==> src/sv/rsa_modular_exponentiation_top_macros.svh <==
// Assertion macros shared by the RSA modular exponentiation RTL.
`ifndef RSA_MODULAR_EXPONENTIATION_TOP_MACROS_SVH
`define RSA_MODULAR_EXPONENTIATION_TOP_MACROS_SVH

`ifndef SYNTHESIS
`define RSA_ASSERT_HOLDS(lbl, clk, rst_n, cond, msg) \
    lbl: assert property (@(posedge clk) disable iff (!rst_n) (cond)) else $error(msg);
`define RSA_ASSERT_IMPLIES(lbl, clk, rst_n, prop, msg) \
    lbl: assert property (@(posedge clk) disable iff (!rst_n) prop) else $error(msg);
`else
`define RSA_ASSERT_HOLDS(lbl, clk, rst_n, cond, msg)
`define RSA_ASSERT_IMPLIES(lbl, clk, rst_n, prop, msg)
`endif

`endif

==> src/sv/rsa_mexp_pkg.sv <==
// Package with widths and register indexes of the RSA modular exponentiation block.
`default_nettype none

package rsa_mexp_pkg;

    localparam int MOD_BITS  = 31;
    localparam int EXP_BITS  = 31;
    localparam int MSG_W     = 32;
    localparam int RES_W     = 31;
    localparam int CFG_W     = 31;
    localparam int CFG_IDX_W = 2;
    localparam int CNT_W     = $clog2(MSG_W);

    typedef logic [CFG_IDX_W-1:0] t_cfg_idx;
    typedef logic [CFG_W-1:0]     t_cfg_data;
    typedef logic [MSG_W-1:0]     t_message;
    typedef logic [RES_W-1:0]     t_result;
    typedef logic [MOD_BITS-1:0]  t_mod;
    typedef logic [EXP_BITS-1:0]  t_exp;

    localparam t_cfg_idx REG_MODULUS          = 2'd0;
    localparam t_cfg_idx REG_PUBLIC_EXPONENT  = 2'd1;
    localparam t_cfg_idx REG_PRIVATE_EXPONENT = 2'd2;

endpackage

`default_nettype wire

==> src/sv/rsa_mexp_if.sv <==
// Request, result and configuration channel interfaces of the RSA block.
`default_nettype none

interface rsa_mexp_in_if import rsa_mexp_pkg::*; ();
    logic     valid;
    logic     ready;
    logic     mode;
    t_message message;

    modport source (output valid, output mode, output message, input ready);
    modport sink (input valid, input mode, input message, output ready);
endinterface

interface rsa_mexp_out_if import rsa_mexp_pkg::*; ();
    logic    valid;
    logic    ready;
    t_result result_value;

    modport source (output valid, output result_value, input ready);
    modport sink (input valid, input result_value, output ready);
endinterface

interface rsa_mexp_cfg_if import rsa_mexp_pkg::*; ();
    logic      valid;
    logic      ready;
    t_cfg_idx  index;
    t_cfg_data data;

    modport source (output valid, output index, output data, input ready);
    modport sink (input valid, input index, input data, output ready);
endinterface

`default_nettype wire

==> src/sv/rsa_modular_exponentiation_top.sv <==
// Top level of the RSA modular exponentiation block with its bit-serial multiplier.
//
// The block computes message^exponent mod modulus for one request at a time.
// The configuration channel writes the modulus (index 0), the public exponent
// (index 1) and the private exponent (index 2); it is always ready.
// A request carries the mode bit, which selects the private exponent when set,
// and the message. One result follows every request on the output channel.
// All arithmetic runs through one shift-and-add modular multiplier that takes
// one multiplier bit per cycle.
// The message is first reduced by one pass through that multiplier. Each set
// exponent bit costs one more product, and each exponent bit below the highest
// set one costs a squaring. A new request is taken once the previous result
// has been loaded into the output register.
// A finished result waits in an output register, so the next request can
// start while the receiver stalls; a result that completes while that
// register is still full waits until it drains.
// Reset loads the modulus with 2 and both exponents with 0 and empties the
// output register.
`default_nettype none
`include "rsa_modular_exponentiation_top_macros.svh"

module rsa_modular_exponentiation_top import rsa_mexp_pkg::*; (
    input  wire             i_clk,
    input  wire             i_rst_n,
    rsa_mexp_cfg_if.sink    i_cfg,
    rsa_mexp_in_if.sink     i_in,
    rsa_mexp_out_if.source  o_out
);

    localparam int SUM_W = MOD_BITS + 2;

    localparam logic [2:0] ST_IDLE   = 3'd0;
    localparam logic [2:0] ST_MUL    = 3'd1;
    localparam logic [2:0] ST_NEXT   = 3'd2;
    localparam logic [2:0] ST_FINISH = 3'd3;

    localparam logic [1:0] OP_REDUCE = 2'd0;
    localparam logic [1:0] OP_ACC    = 2'd1;
    localparam logic [1:0] OP_SQUARE = 2'd2;

    localparam logic [CNT_W-1:0] CNT_LAST = CNT_W'(MSG_W - 1);

    t_mod             r_modulus;
    t_exp             r_pub_exp;
    t_exp             r_priv_exp;
    logic [2:0]       r_state;
    logic [1:0]       r_op;
    t_exp             r_exp;
    t_mod             r_base;
    t_mod             r_acc;
    t_mod             r_mul_a;
    t_message         r_mul_b;
    t_mod             r_mul_p;
    logic [CNT_W-1:0] r_cnt;
    logic             r_out_valid;
    t_result          r_out_data;

    logic [SUM_W-1:0] w_sum;
    logic [SUM_W-1:0] w_mod_x1;
    logic [SUM_W-1:0] w_mod_x2;
    t_mod             n_mul_p;
    logic             w_out_free;
    logic             w_in_take;

    assign i_cfg.ready        = 1'b1;
    assign i_in.ready         = (r_state == ST_IDLE);
    assign o_out.valid        = r_out_valid;
    assign o_out.result_value = r_out_data;

    assign w_in_take  = i_in.valid && (r_state == ST_IDLE);
    assign w_out_free = !r_out_valid || o_out.ready;

    // One multiplier bit per cycle: p = (2p + bit * a) mod m, with 2p + a below 3m.
    assign w_mod_x1 = SUM_W'(r_modulus);
    assign w_mod_x2 = {1'b0, r_modulus, 1'b0};
    assign w_sum    = {1'b0, r_mul_p, 1'b0} + (r_mul_b[MSG_W-1] ? SUM_W'(r_mul_a) : '0);

    always_comb begin
        if (w_sum >= w_mod_x2) begin
            n_mul_p = MOD_BITS'(w_sum - w_mod_x2);
        end else if (w_sum >= w_mod_x1) begin
            n_mul_p = MOD_BITS'(w_sum - w_mod_x1);
        end else begin
            n_mul_p = MOD_BITS'(w_sum);
        end
    end

    always_ff @(posedge i_clk) begin
        if (!i_rst_n) begin
            r_modulus   <= MOD_BITS'(2);
            r_pub_exp   <= '0;
            r_priv_exp  <= '0;
            r_state     <= ST_IDLE;
            r_out_valid <= 1'b0;
        end else begin
            if (i_cfg.valid) begin
                unique case (i_cfg.index)
                    REG_MODULUS:          r_modulus  <= MOD_BITS'(i_cfg.data);
                    REG_PUBLIC_EXPONENT:  r_pub_exp  <= EXP_BITS'(i_cfg.data);
                    REG_PRIVATE_EXPONENT: r_priv_exp <= EXP_BITS'(i_cfg.data);
                    default: ;
                endcase
            end

            if (r_out_valid && o_out.ready && (r_state != ST_FINISH)) begin
                r_out_valid <= 1'b0;
            end

            unique case (r_state)
                ST_IDLE: begin
                    if (w_in_take) begin
                        r_exp   <= i_in.mode ? r_priv_exp : r_pub_exp;
                        r_acc   <= (r_modulus < MOD_BITS'(2)) ? '0 : MOD_BITS'(1);
                        r_mul_a <= MOD_BITS'(1);
                        r_mul_b <= i_in.message;
                        r_mul_p <= '0;
                        r_cnt   <= CNT_LAST;
                        r_op    <= OP_REDUCE;
                        if (r_modulus < MOD_BITS'(2)) begin
                            r_state <= ST_FINISH;
                        end else begin
                            r_state <= ST_MUL;
                        end
                    end
                end
                ST_MUL: begin
                    r_mul_p <= n_mul_p;
                    r_mul_b <= {r_mul_b[MSG_W-2:0], 1'b0};
                    r_cnt   <= r_cnt - CNT_W'(1);
                    if (r_cnt == '0) begin
                        unique case (r_op)
                            OP_ACC: r_acc <= n_mul_p;
                            OP_SQUARE: begin
                                r_base <= n_mul_p;
                                r_exp  <= r_exp >> 1;
                            end
                            default: r_base <= n_mul_p;
                        endcase
                        r_state <= ST_NEXT;
                    end
                end
                ST_NEXT: begin
                    r_mul_p <= '0;
                    r_cnt   <= CNT_LAST;
                    r_mul_b <= MSG_W'(r_base);
                    if ((r_op == OP_ACC) ? (r_exp[EXP_BITS-1:1] == '0) : (r_exp == '0)) begin
                        r_state <= ST_FINISH;
                    end else if ((r_op != OP_ACC) && r_exp[0]) begin
                        r_mul_a <= r_acc;
                        r_op    <= OP_ACC;
                        r_state <= ST_MUL;
                    end else begin
                        r_mul_a <= r_base;
                        r_op    <= OP_SQUARE;
                        r_state <= ST_MUL;
                    end
                end
                ST_FINISH: begin
                    if (w_out_free) begin
                        r_out_valid <= 1'b1;
                        r_out_data  <= RES_W'(r_acc);
                        r_state     <= ST_IDLE;
                    end
                end
                default: r_state <= ST_IDLE;
            endcase
        end
    end

    `RSA_ASSERT_HOLDS(a_partial_reduced, i_clk, i_rst_n, (r_state != ST_MUL) || (r_mul_p < r_modulus), "Partial product left the residue range.")
    `RSA_ASSERT_HOLDS(a_operands_reduced, i_clk, i_rst_n, (r_state != ST_NEXT) || ((r_base < r_modulus) && (r_acc < r_modulus)), "Base or accumulator not reduced.")
    `RSA_ASSERT_IMPLIES(a_request_starts, i_clk, i_rst_n, (i_in.valid && i_in.ready) |=> (r_state != ST_IDLE), "Accepted request did not start.")
    `RSA_ASSERT_IMPLIES(a_count_down, i_clk, i_rst_n, ((r_state == ST_MUL) && (r_cnt != '0)) |=> ((r_state == ST_MUL) && (r_cnt == $past(r_cnt) - CNT_W'(1))), "Multiplier left early or skipped a bit.")
    `RSA_ASSERT_IMPLIES(a_finish_loads, i_clk, i_rst_n, ((r_state == ST_FINISH) && w_out_free) |=> (r_out_valid && (r_state == ST_IDLE)), "Finished result not loaded into the output register.")

endmodule

`default_nettype wire

==> src/flat_wrapper.sv <==
// flat-port wrapper written by rule: the top's interface ports become plain ports
module rsa_modular_exponentiation_top_flat import rsa_mexp_pkg::*;
  (i_clk, i_rst_n, i_cfg_valid, i_cfg_index, i_cfg_data, i_cfg_ready, i_in_valid, i_in_mode, i_in_message, i_in_ready, o_out_valid, o_out_result_value, o_out_ready);
  rsa_mexp_cfg_if i_cfg_i ();
  rsa_mexp_in_if i_in_i ();
  rsa_mexp_out_if o_out_i ();
  input  wire i_clk;
  input  wire i_rst_n;
  input wire logic [$bits(i_cfg_i.valid)-1:0] i_cfg_valid;
  input wire logic [$bits(i_cfg_i.index)-1:0] i_cfg_index;
  input wire logic [$bits(i_cfg_i.data)-1:0] i_cfg_data;
  output wire logic [$bits(i_cfg_i.ready)-1:0] i_cfg_ready;
  input wire logic [$bits(i_in_i.valid)-1:0] i_in_valid;
  input wire logic [$bits(i_in_i.mode)-1:0] i_in_mode;
  input wire logic [$bits(i_in_i.message)-1:0] i_in_message;
  output wire logic [$bits(i_in_i.ready)-1:0] i_in_ready;
  output wire logic [$bits(o_out_i.valid)-1:0] o_out_valid;
  output wire logic [$bits(o_out_i.result_value)-1:0] o_out_result_value;
  input wire logic [$bits(o_out_i.ready)-1:0] o_out_ready;
  assign i_cfg_i.valid = i_cfg_valid;
  assign i_cfg_i.index = i_cfg_index;
  assign i_cfg_i.data = i_cfg_data;
  assign i_cfg_ready = i_cfg_i.ready;
  assign i_in_i.valid = i_in_valid;
  assign i_in_i.mode = i_in_mode;
  assign i_in_i.message = i_in_message;
  assign i_in_ready = i_in_i.ready;
  assign o_out_valid = o_out_i.valid;
  assign o_out_result_value = o_out_i.result_value;
  assign o_out_i.ready = o_out_ready;
  rsa_modular_exponentiation_top u_core (.i_clk(i_clk), .i_rst_n(i_rst_n), .i_cfg(i_cfg_i), .i_in(i_in_i), .o_out(o_out_i));
endmodule
==> config.mk <==
export PLATFORM = sky130hd
export DESIGN_NAME = rsa_modular_exponentiation_top_flat
export DESIGN_NICKNAME = d
export VERILOG_FILES = /design/src/sv/rsa_mexp_pkg.sv /design/src/sv/rsa_mexp_if.sv /design/src/sv/rsa_modular_exponentiation_top.sv /design/src/flat_wrapper.sv
export VERILOG_INCLUDE_DIRS = /design/src /design/src/sv
export SDC_FILE = /design/constraint.sdc
export NUM_CORES = 1
export LEC_CHECK = 0
export BUFFER_PORTS_ARGS = -buffer_cell sky130_fd_sc_hd__buf_2
export CORE_UTILIZATION = 35
export CTS_CLUSTER_DIAMETER = 200
export DETAILED_ROUTE_END_ITERATION = 7
export MAX_ROUTING_LAYER = met4
export PLACE_DENSITY = 0.62
export SLEW_MARGIN = 20
export SYNTH_ARGS = -nofsm -noshare
export SYNTH_HDL_FRONTEND = slang
export SYNTH_SLANG_ARGS = --single-unit
export TNS_END_PERCENT = 30
==> constraint.sdc <==
create_clock -name i_clk -period 18.46 [get_ports i_clk]
set_input_delay 0.923 -clock i_clk [delete_from_list [all_inputs] [get_ports i_clk]]
set_output_delay 0.923 -clock i_clk [all_outputs]
set_load 0.03 [all_outputs]
Word level (Yosys, flattened, before mapping)
Cells that the tools add are included.
Widths: inputs -> output; s select.
{"block": "totals", "wordCells": 98, "register_bits": 322, "output_inout_bits": 34, "inputBits": 71}
{"block": "op_classes", "add_sub_neg": 4, "reduce_logical": 24, "bitwise_logic": 1, "n_eq_ne": 15, "n_lt_le_gt_ge": 3, "mux": 37}
{"operator": "$mux 31", "count": 14}
{"operator": "$pmux 31 s2", "count": 3}
{"operator": "$pmux 32 s3", "count": 1}
{"operator": "$pmux 31 s3", "count": 1}
{"operator": "$sub 31x31->31", "count": 2}
{"operator": "$add 32x31->33", "count": 1}
{"operator": "$ge 33x31->1", "count": 1}
{"operator": "$ge 33x32->1", "count": 1}
{"operator": "$mux 32", "count": 1}
{"operator": "$logic_not 31->1", "count": 1}
{"operator": "$lt 31x2->1 const B", "count": 1}
{"operator": "$logic_not 30->1", "count": 1}
{"operator": "$pmux 5 s3", "count": 1}
{"operator": "$pmux 3 s4", "count": 1}
{"operator": "$mux 2", "count": 5}
{"operator": "$ne 2x1->1 const B", "count": 5}
{"operator": "$reduce_and 5->1", "count": 2}
{"operator": "$mux 3", "count": 3}
{"operator": "$reduce_and 3->1", "count": 3}
{"operator": "$reduce_and 4->1", "count": 2}
{"operator": "$eq 3x2->1 const B", "count": 2}
{"operator": "$reduce_and 2->1", "count": 3}
{"operator": "$logic_not 5->1", "count": 1}
{"operator": "$mux 1", "count": 5}
{"operator": "16 further kinds", "count": 23}

Depth between registers and ports, before layout
Gate-level depths: netlist of run 1.
{"block": "depth", "word_depth": 8, "depth_mapped": 26, "depth_no_buf": 24}

Worst setup path after synthesis of run 1
No wires, ideal clock.
{"block": "synth_timing", "kind": "input port to flip-flop", "from": "input port i_rst_n", "to": "register u_core.r_cnt[0] (enable)", "cell_stages": 2, "required_time_ps": 17869, "slack_ps": 11709, "arrival_time_ps": 6160, "n_path_buf": 1, "cell_sequence": "clkbuf_1 -> nor3b_1"}
{"block": "synth_via", "elab_chain_cells": 1}
{"element": "start: declaration", "line": "flat_wrapper.sv:8", "text": "input wire i_rst_n;"}
{"element": "$reduce_and 3->1 (no line)"}
{"element": "end signal: assignment", "line": "rsa_modular_exponentiation_top.sv:129", "text": "r_cnt <= r_cnt - CNT_W'(1);"}
{"element": "end: declaration", "line": "rsa_modular_exponentiation_top.sv:54", "text": "logic [CNT_W-1:0] r_cnt;"}
No other way between the ends.
A chain may end at the register's enable or synchronous reset.

Final worst setup path of run 1
{"block": "layout_timing", "from": "register u_core.r_mul_b[31]", "to": "register u_core.r_acc[14] (data pin)"}
{"block": "layout_via", "elab_chain_cells": 8, "word_cells_on_any_way": 11, "cone_classes": "3 x add/sub; 2 x order compare; 6 x mux"}
{"element": "start: declaration", "line": "rsa_modular_exponentiation_top.sv:52", "text": "t_message r_mul_b;"}
{"element": "start signal: assignment", "line": "rsa_modular_exponentiation_top.sv:115", "text": "r_mul_b <= i_in.message;"}
{"element": "start signal: assignment", "line": "rsa_modular_exponentiation_top.sv:128", "text": "r_mul_b <= {r_mul_b[MSG_W-2:0], 1'b0};"}
{"element": "start signal: assignment", "line": "rsa_modular_exponentiation_top.sv:145", "text": "r_mul_b <= MSG_W'(r_base);"}
{"element": "$mux 31 (*)", "line": "rsa_modular_exponentiation_top.sv:76", "text": "assign w_sum = {1'b0, r_mul_p, 1'b0} + (r_mul_b[MSG_W-1] ? SUM_W'(r_mul_a) : '0);"}
{"element": "$add 32x31->33 (*)", "line": "rsa_modular_exponentiation_top.sv:76"}
{"element": "$sub 31x31->31 or $ge 33x31->1 (tied branches)", "line": "rsa_modular_exponentiation_top.sv:82, rsa_modular_exponentiation_top.sv:81"}
{"element": "$mux 31", "line": "rsa_modular_exponentiation_top.sv:81", "text": "end else if (w_sum >= w_mod_x1) begin"}
{"element": "$mux 31 (*)", "line": "rsa_modular_exponentiation_top.sv:79", "text": "if (w_sum >= w_mod_x2) begin"}
{"element": "$mux 31 (*)", "line": "rsa_modular_exponentiation_top.sv:131", "text": "unique case (r_op)"}
{"element": "$mux 31 (*)", "line": "rsa_modular_exponentiation_top.sv:130", "text": "if (r_cnt == '0) begin"}
{"element": "$pmux 31 s2 (*)", "line": "rsa_modular_exponentiation_top.sv:109", "text": "unique case (r_state)"}
{"element": "end signal: assignment", "line": "rsa_modular_exponentiation_top.sv:113", "text": "r_acc <= (r_modulus < MOD_BITS'(2)) ? '0 : MOD_BITS'(1);"}
{"element": "end signal: assignment", "line": "rsa_modular_exponentiation_top.sv:132", "text": "OP_ACC: r_acc <= n_mul_p;"}
{"element": "end: declaration", "line": "rsa_modular_exponentiation_top.sv:50", "text": "t_mod r_acc;"}
Mark *: on every way between the ends. The rest lies on a longest branch, timed or not. The select of a mux whose other input is x is not followed.

==> results of run 1 <==
[final timing paths]
| check | end | slack, ns | startpoint |
|---|---|---|---|
| worst max-delay path | u_core.r_acc[14]$_SDFFCE_PN0P_ | 11.20 | u_core.r_mul_b[31]$_DFFE_PP_ |
| worst min-delay path | u_core.o_out.result_value[21]$_DFFE_PP_ | 0.45 | u_core.r_acc[21]$_SDFFCE_PN0P_ |
| worst max register to register | u_core.r_acc[14]$_SDFFCE_PN0P_ | 11.20 | u_core.r_mul_b[31]$_DFFE_PP_ |
| worst min register to register | u_core.o_out.result_value[21]$_DFFE_PP_ | 0.45 | u_core.r_acc[21]$_SDFFCE_PN0P_ |
[synth_stat cells, drive strengths merged (12+ instances only)]
master / number / area (sq um)
inv: 62 / 233
xnor2: 55 / 482
a22oi: 32 / 240
nand3: 23 / 115
a21boi: 105 / 792
nor4: 20 / 125
o21bai: 12 / 90.1
o211ai: 12 / 105
a22o: 30 / 263
xor2: 22 / 193
o21a: 17 / 128
nor3: 14 / 70.1
nor2: 94 / 353
edfxtp: 225 / 6760
nand2b: 13 / 81.3
o21ai: 97 / 489
a21oi: 141 / 706
mux2i: 56 / 561
nand2: 287 / 1080
and3: 18 / 113
buf: 19 / 91.3
nand4: 14 / 87.6
and2: 38 / 238
ha: 97 / 1210
a21o: 36 / 270
dfxtp: 96 / 1920
clkbuf: 73 / 274
a211oi: 29 / 235
[cell type report]
| cell class | instances | area [sq um] |
|---|---|---|
| fillers | 5115 | 30700 |
| multi-input cells | 1370 | 9040 |
| flip-flops and latches | 321 | 8680 |
| clock buffers | 49 | 1010 |
| well taps | 680 | 851 |
| repair buffers | 123 | 678 |
| inverters | 62 | 233 |
| clock inverters | 14 | 211 |
[stage by stage]
stage                     cell area, sq um  utilization  instances
after floorplan                      18300            -       1845
after global placement               19500        0.379       2555
after detailed placement             19500        0.379       2555
after CTS                            20700        0.402       2618
after global routing                 20700        0.403       2619
final                                20700        0.403       2619
[cell usage in the layout, fill, tap and decap left out, drive strengths merged, types with 4 or more instances in the layout]
cell    synthesis  routed
nand2         287     287
edfxtp        225     225
a21oi         141     141
buf            19     123
a21boi        105     105
o21ai          97      97
ha             97      97
dfxtp          96      96
nor2           94      94
inv            62      64
mux2i          56      56
xnor2          55      55
clkbuf         73      49
and2           38      38
a21o           36      36
a22oi          32      32
a22o           30      30
a211oi         29      29
nand3          23      23
xor2           22      22
nor4           20      20
and3           18      18
o21a           17      17
nor3           14      14
nand4          14      14
nand2b         13      13
o21bai         12      12
o211ai         12      12
a31oi          11      11
nor2b           8       8
a211o           7       7
or2             6       6
nand3b          6       6
clkinv          0       6
and4            5       5
or3             5       5
bufinv          0       5
nor3b           5       5
o31a            4       4
[state kept, by name (all words and copies together), names as in the netlist]
| register | cells |
|---|---|
| u_core.o_out.result_value | 31 |
| u_core.r_pub_exp | 31 |
| u_core.r_mul_b | 32 |
| u_core.r_acc | 31 |
| u_core.r_cnt | 5 |
| u_core.r_exp | 31 |
| u_core.r_modulus | 31 |
| u_core.r_op | 2 |
| u_core.r_base | 31 |
| u_core.r_state | 2 |
| u_core.o_out.valid | 1 |
| u_core.r_priv_exp | 31 |
| u_core.r_mul_p | 31 |
| u_core.r_mul_a | 31 |
[kinds of logic after synthesis]
kind of cell               after synthesis  synth area share
and+or+nand+nor                        564             0.141
other                                    1          0.000205
muxes                                   58            0.0323
adders and majority gates              100            0.0697
AOI/OAI and AO/OA                      570             0.212
buffers and inverters                  154            0.0327
DFF                                    321             0.475
xor gates and xnor gates                77            0.0369
[per-layer routing]
| metal | vias up | share of wire | wire, microns | track usage |
|---|---|---|---|---|
| met5 | - | 0 | 0 | - |
| met4 | 0 | 0.025 | 1320 | 0.0648 |
| met3 | 86 | 0.046 | 2460 | 0.0248 |
| met2 | 377 | 0.46 | 24600 | 0.325 |
| met1 | 6936 | 0.47 | 25100 | 0.279 |
| li1 | 6901 | - | - | - |
[worst register-to-register path: stages (launching register included)]
cell      delay, ns
edfxtp_1       0.81
buf_4          0.30
nand2_1        0.10
inv_1          0.07
ha_1           0.24
a211oi_1       0.27
o21bai_1       0.19
o2111a_1       0.33
or3b_2         0.50
a21boi_0       0.28
o21ai_0        0.14
a21oi_1        0.20
xnor2_1        0.21
ha_1           0.38
nand4_1        0.16
inv_1          0.06
a221oi_1       0.60
o311a_1        0.24
nand2_1        0.08
o21a_1         0.21
nand3b_1       0.74
a31oi_1        0.39
a21boi_0       0.34
a211oi_1       0.11
==> summary.md, run 1 <==
| Metric | Value |
|---|---|
| Setup_tns | `0 ns` |
| Vias per cell | `5.46` |
| Antenna diodes | `0` |
| Die H | `230 microns` |
| Kind of critical path | `register to register` |
| Post-CTS setup buffer count | `0` |
| Fmax | `0.138 GHz` |
| Ys flop type | `edfxtp_1` |
| Syn. warnings | `0` |
| CP max-delay cell | `edfxtp_1` |
| Post-Route WL | `53500 microns` |
| Worst-margin pin slew | `1.08 ns` |
| CTS Sinks | `321` |
| Netlist Area Pre-Place | `18300 sq um` |
| Final net count | `2084` |
| Share of cells above drive strength 1 | `0.108` |
| CTS root buf | `clkbuf_16` |
| Final HPWL from detailed placement | `38200 microns` |
| Final hold vios | `0` |
| Later-pin clock latency in the skew report | `0.56 ns` |
| Buf+Inv Stages, Crit Path | `3` |
| CP peak stage delay | `0.81 ns` |
| Critical-path maximum fanout | `22` |
| Setup Viol. Count Final | `0` |
| Max-Cap Viols | `0` |
| Hold depth | `0` |
| Asr flop ratio synth | `0` |
| Gp weighted congestion | `0.970` |
| Post-synthesis net count | `2016` |
| Bufs on Longest Clock Path | `3` |
| Vias | `between 10000 and 15000` |
| Final Cycle Share | `0.393` |
| Row cnt | `between 80 and 90` |
| WP depth | `23` |
| First-pass GRT wire length | `between 80000 and 90000 microns` |
| Die width | `230 microns` |
| Register bit count reported by yosys | `321` |
| Drt initial violations | `about 1100` |
| Post-Syn Instances | `1845` |
| Setup Slack @ Placement | `~11 ns` |
| Slew Limit Fails | `0` |
| Final ANT Viol Nets | `0` |
| Register area share after synthesis | `0.475` |
| Post-synth EDFFs | `225` |
| PortBufs | `103` |
| Vias in the first global route | `14100` |
| RSZ-0062 raised after global routing | `no` |
| Max_slew headroom | `0.280` |
| Detail-routed net length per standard cell | `20.4 microns` |
| Outcome | `completed` |
| Fin worst setup slack | `11.20 ns` |
| IO Pins | `105` |
| Area growth syn-to-layout | `13.3%` |
| CTS tree | `yes` |
| Top delay family on crit path | `compound AO/OA/AOI/OAI gates` |
| Grt total ovfl | `0` |
| Core area | `51400 sq um` |
| Worst Hold Margin | `0.449 ns` |
| Worst Reg-to-Reg Cells | `23` |
| GRT Resource Usage Total | `0.207` |
| Hold WC Path Type | `register to register` |
| Netlist cell types | `75` |
| Clock Skew | `0.0202 ns` |
| Crit path cell chain | `buf_4, nand2_1, inv_1, ha_1, a211oi_1, o21bai_1, o2111a_1, or3b_2, a21boi_0, o21ai_0, a21oi_1, xnor2_1, ha_1, nand4_1, inv_1, a221oi_1, o311a_1, nand2_1, o21a_1, nand3b_1, a31oi_1, a21boi_0, a211oi_1` |
| Cts hold-fix bufs | `0` |
| Critical path launch point type | `register` |
| DIE AREA | `between 50000 and 60000 sq um` |
| WP data arrival | `7.50 ns` |
| Post-cts sizing count | `0` |
| Clk slew on worst S/H paths | `0.06 ns` |
| Depth of the CTS H-tree | `2` |
| Crit path required time | `18.71 ns` |
| Initial Util | `0.355` |
| Largest net degree at the start of global routing | `between 100 and 150` |
| Syn avg cell area | `9.90 sq um` |
| Initial DRT Pass Iterations | `5` |
| Tmin final | `7.26 ns` |
| CTS buffer count | `35` |
| Crit end category | `register` |
| Number of remaining DRC errors | `0` |
| Initial antenna violation count | `0` |
Power of run 1 is left out: the tool's default activity adds up to more than one toggle a clock period on the data nets, which glitch-free logic cannot reach.
==> run 2: changes to the inputs <==
PLACE_DENSITY = 0.64   (was 0.62)
clock period = 6 ns   (was 18.46 ns; I/O delays follow)
==> summary.md, run 2 (synthesis results as in run 1) <==
| Metric | Value |
|---|---|
| Outcome | `completed` |
| WP data arrival | `6.10 ns` |
| Tmin final | `5.78 ns` |
| Final hold vios | `0` |
| CTS tree | `yes` |
| Worst-margin pin slew | `1.04 ns` |
| CTS Sinks | `321` |
| Commonest non-fill, non-tap cells in the layout | `nand2_1, edfxtp_1, a21oi_1` |
| Initial antenna violation count | `1` |
| Initial Util | `0.355` |
| Vias | `14500` |
| CTS buffer count | `37` |
| CP peak stage delay | `roughly 0.45 ns` |
| Final Cycle Share | `0.964` |
| Buf+Inv Stages, Crit Path | `4` |
| Final HPWL from detailed placement | `38100 microns` |
| Reg with most FFs | `u_core.r_mul_b` |
| Fill count | `5027` |
| Vias per cell | `5.41` |
| Most frequent CP cell | `buf_4` |
| Initial DRT Pass Iterations | `5` |
| Max_slew headroom | `0.307` |
| CTS root buf | `clkbuf_16` |
| Critical-path maximum fanout | `11` |
| Share of cells above drive strength 1 | `0.133` |
| Hold WC Path Type | `input pin to register` |
| Die width | `230 microns` |
| Final ANT Viol Nets | `0` |
| GRT Resource Usage Total | `0.206` |
| Crit path cell chain | `buf_4, and2_1, ha_1, o21ai_0, o21bai_1, o2111a_1, o211ai_1, buf_4, a31oi_1, o41ai_1, buf_4, xnor2_1, ha_1, and3_1, nand2_1, o311a_1, nand2_1, o21a_1, nor3b_4, buf_12, a2111oi_1, a31oi_1, and2_1` |
| Gp weighted congestion | `0.954` |
| Detail-routed net length per standard cell | `20.0 microns` |
| Die H | `230 microns` |
| PortBufs | `103` |
| First-pass GRT wire length | `~82000 microns` |
| Setup Viol. Count Final | `0` |
| Largest net degree at the start of global routing | `90` |
| Critical path launch point type | `register` |
| Final net count | `2135` |
| Fmax | `0.173 GHz` |
| Crit path required time | `6.32 ns` |
| Max reg flops | `32` |
| Slew Limit Fails | `0` |
| Fin worst setup slack | `0.216 ns` |
| Bufs on Longest Clock Path | `3` |
| CP max-delay cell | `xnor2_1` |
| Post-Route WL | `53500 microns` |
| Number of remaining DRC errors | `0` |
| Final Util | `0.413` |
| Most common cell after layout, fill and taps aside | `nand2_1` |
| Max-Cap Viols | `0` |
| Core area | `51400 sq um` |
| Setup Slack @ Placement | `-0.0102 ns` |
| Top delay family on crit path | `compound AO/OA/AOI/OAI gates` |
| Kind of critical path | `register to register` |
| Clock Skew | `~0.038 ns` |
| Clk slew on worst S/H paths | `0.06 ns` |
| Antenna diodes | `0` |
| Crit end category | `register` |
| Depth of the CTS H-tree | `2` |
| Grt total ovfl | `0` |
| Area growth syn-to-layout | `16.3%` |
| DIE AREA | `53100 sq um` |
| Vias in the first global route | `14400` |
| Drt initial violations | `1037` |
| Later-pin clock latency in the skew report | `~0.58 ns` |
| IO Pins | `between 100 and 150` |
| Setup slack, reg-to-reg | `0.22 ns` |
| Worst Hold Margin | `0.0237 ns` |
| Row cnt | `83` |
==> run 2: cell count changes in the layout (fill, tap and decap cells not counted), moves of 3 or more <==
cell           previous run  this run
o21ai_1                   1         4
clkinv_2                  3         7
dlygate4sd3_1             0        19
mux2i_1                  56        53
mux2i_2                   0         3
bufinv_16                 5         1
a211oi_1                 27        16
o21ai_0                  95        92
a211oi_2                  1        12
buf_4                    19        46
==> run 2: cell type report <==
type                    count  area, sq um  share of cell area
well taps                 680          851              0.0400
flip-flops and latches    321         8680               0.408
inverters                  62          233              0.0110
multi-input cells        1370         9180               0.432
clock buffers              52         1060              0.0497
clock inverters            15          134             0.00630
repair buffers            172         1120              0.0528
==> run 2: what timing repair did <==
action	in CTS	in global routing
endpoints found under the hold margin	34	0
buffers inserted	0	2
setup endpoints to repair	8	90
pin swaps	0	3
hold buffers	19	0
gates resized for setup	2	33
==> run 2: layer usage <==
metal	track usage	vias to the layer above	wire, microns	part of all wire
li1	-	7010	-	-
met5	-	-	0	0
met3	0.0311	82	2630	0.049
met1	0.270	7012	24500	0.46
met4	0.0598	0	1330	0.025
met2	0.328	364	25100	0.47
==> run 2: worst reg2reg max path, delay by kind of cell (launching register included) <==
family,cells,cell delay [ns]
AO/OA/AOI/OAI,10,2.37
AND/OR/NAND/NOR,6,1.03
buffers and inverters,4,0.65
adder cells (fa/ha/maj),2,0.64
XOR/XNOR,1,0.45
flip-flops,1,0.39
==> run 2: worst paths after layout <==
check                                                    start                                      end  cells after the start
worst max register to register    u_core.r_mul_b[31]$_DFFE_PP_           u_core.r_acc[27]$_SDFFCE_PN0P_                     23
worst min register to register  u_core.r_acc[22]$_SDFFCE_PN0P_  u_core.o_out.result_value[22]$_DFFE_PP_                      0
worst min-delay path                             i_cfg_data[6]        u_core.r_priv_exp[6]$_SDFFE_PN0P_                      3
worst max-delay path              u_core.r_mul_b[31]$_DFFE_PP_           u_core.r_acc[27]$_SDFFCE_PN0P_                     23
==> run 2: metrics by stage <==
stage	setup TNS [ns]	instance area, sq um	instances
2_1_floorplan	0	18300	1845
3_3_place_gp	0	19700	2584
3_5_place_dp	-0.0204	19700	2584
4_1_cts	0	21100	2670
5_1_grt	-0.00595	21300	2672
6_report	0	21300	2672
Power of run 2 is left out for the same reason.
==> run 3: changes to the inputs <==
MAX_ROUTING_LAYER = unset   (was met4)
==> summary.md, run 3 (synthesis results as in run 1) <==
| Metric | Value |
|---|---|
| Outcome | `completed` |
| Crit end category | `register` |
| Final Cycle Share | `0.954` |
| Initial Util | `0.355` |
| Crit path required time | `about 6.4 ns` |
| Detail-routed net length per standard cell | `20.2 microns` |
| Gr busiest metal | `met2` |
| Kind of critical path | `register to register` |
| Core area | `51400 sq um` |
| Die H | `between 200 and 250 microns` |
| CTS root buf | `clkbuf_16` |
| Post-Route WL | `53700 microns` |
| CTS Sinks | `321` |
| Setup Viol. Count Final | `0` |
| Final hold vios | `0` |
| Vias | `14600` |
| Number of remaining DRC errors | `0` |
| Critical path launch point type | `register` |
| Max_slew headroom | `0.307` |
| Bufs on Longest Clock Path | `3` |
| Fin worst setup slack | `~0.28 ns` |
| Vias per cell | `5.50` |
| Critical-path maximum fanout | `31` |
| Largest net degree at the start of global routing | `79` |
| CTS buffer count | `37` |
| Reg with most FFs | `u_core.r_mul_b` |
| Slew Limit Fails | `0` |
| Area growth syn-to-layout | `15.8%` |
| Final ANT Viol Nets | `0` |
| Initial DRT Pass Iterations | `5` |
| Row cnt | `83` |
| Max reg flops | `32` |
| CP max-delay cell | `edfxtp_1` |
| CP peak stage delay | `0.41 ns` |
| Tmin final | `5.72 ns` |
| Met1 usage | `0.268` |
| Met2 Usage GRT | `0.329` |
| Setup Slack @ Placement | `-0.0841 ns` |
| WP data arrival | `about 6.1 ns` |
| Later-pin clock latency in the skew report | `~0.56 ns` |
| CTS tree | `yes` |
| Fmax | `0.175 GHz` |
| Worst-margin pin slew | `1.03 ns` |
| Gp weighted congestion | `0.919` |
| Hold depth | `3` |
| Hold WC Path Type | `input pin to register` |
| Drt initial violations | `992` |
| Antenna diodes | `0` |
| Clk slew on worst S/H paths | `0.07 ns` |
| GRT Resource Usage Total | `0.201` |
| Depth of the CTS H-tree | `2` |
| First-pass GRT wire length | `82500 microns` |
| Vias in the first global route | `14400` |
| RSZ-0062 raised after global routing | `yes` |
| Final net count | `2117` |
| Most common cell after layout, fill and taps aside | `nand2_1` |
| Commonest non-fill, non-tap cells in the layout | `nand2_1, edfxtp_1, a21oi_1` |
| Grt total ovfl | `0` |
| Final HPWL from detailed placement | `38500 microns` |
| Max-Cap Viols | `0` |
| IO Pins | `105` |
| Initial antenna violation count | `0` |
| Share of cells above drive strength 1 | `0.137` |
| Die width | `between 200 and 250 microns` |
| Grt met3 use | `0.0279` |
| PortBufs | `103` |
| Worst Reg-to-Reg Cells | `25` |
| DIE AREA | `53100 sq um` |
| Clock Skew | `between 0.015 and 0.02 ns` |
## run 3: cell count changes in the layout (fill, tap and decap cells not counted), moves of 3 or more
cell | previous run | this run
a211oi_1 | 16 | 13
a211oi_2 | 12 | 15
buf_4 | 46 | 43
bufinv_16 | 1 | 5
clkbuf_1 | 11 | 8
clkinv_1 | 2 | 5
dlygate4sd3_1 | 19 | 3
## run 3: worst max-delay path: cells and delay by family, from the launching register on
family	cells	cell delay, ns
AO/OA/AOI/OAI	10	1.99
adder cells (fa/ha/maj)	3	0.82
buffers and inverters	4	0.52
XOR/XNOR	1	0.25
AND/OR/NAND/NOR	7	1.47
flip-flops	1	0.41
## run 3: through the flow
stage	TNS (ns)	util	instance area [sq um]	cells	hold WS [ns]
after floorplan	0	-	18300	1845	0.426
after global placement	0	0.383	19700	2580	0.441
after detailed placement	-0.833	0.383	19700	2580	0.443
after CTS	0	0.408	21000	2650	0.0000531
after global routing	-0.127	0.412	21200	2654	0.0118
final	0	0.412	21200	2654	0.0271
## run 3: layer usage
layer | share of wire | up-vias
met5 | 0 | -
met4 | 0.030 | 0
met3 | 0.053 | 78
met2 | 0.46 | 438
met1 | 0.46 | 7117
li1 | - | 6969
## run 3: path summary, 6_finish.rpt
| path | slack (ns) | endpoint | from |
|---|---|---|---|
| worst max-delay path | 0.28 | u_core.r_acc[30]$_SDFFCE_PN0P_ | u_core.r_mul_b[31]$_DFFE_PP_ |
| worst min-delay path | 0.03 | u_core.r_priv_exp[11]$_SDFFE_PN0P_ | i_cfg_data[11] |
| worst max register to register | 0.28 | u_core.r_acc[30]$_SDFFCE_PN0P_ | u_core.r_mul_b[31]$_DFFE_PP_ |
| worst min register to register | 0.46 | u_core.o_out.result_value[26]$_DFFE_PP_ | u_core.r_acc[26]$_SDFFCE_PN0P_ |
## run 3: layout make-up
type / instances / area [sq um]
fill: 5023 / 30200
multi-input combinational: 1370 / 9210
sequential: 321 / 8680
clock buffer: 46 / 981
timing repair buffer: 154 / 960
tap: 680 / 851
clock inverter: 21 / 244
inverter: 62 / 233
## run 3: repair_timing
| item | 4_1_cts | 5_1_grt |
|---|---|---|
| buffers inserted | 0 | 4 |
| hold buffers | 3 | 0 |
| hold endpoints to repair | 4 | 0 |
| endpoints found under the setup margin | 22 | 93 |
| gates resized for setup | 3 | 36 |
| pin swaps | 0 | 7 |
Power of run 3 is left out for the same reason.
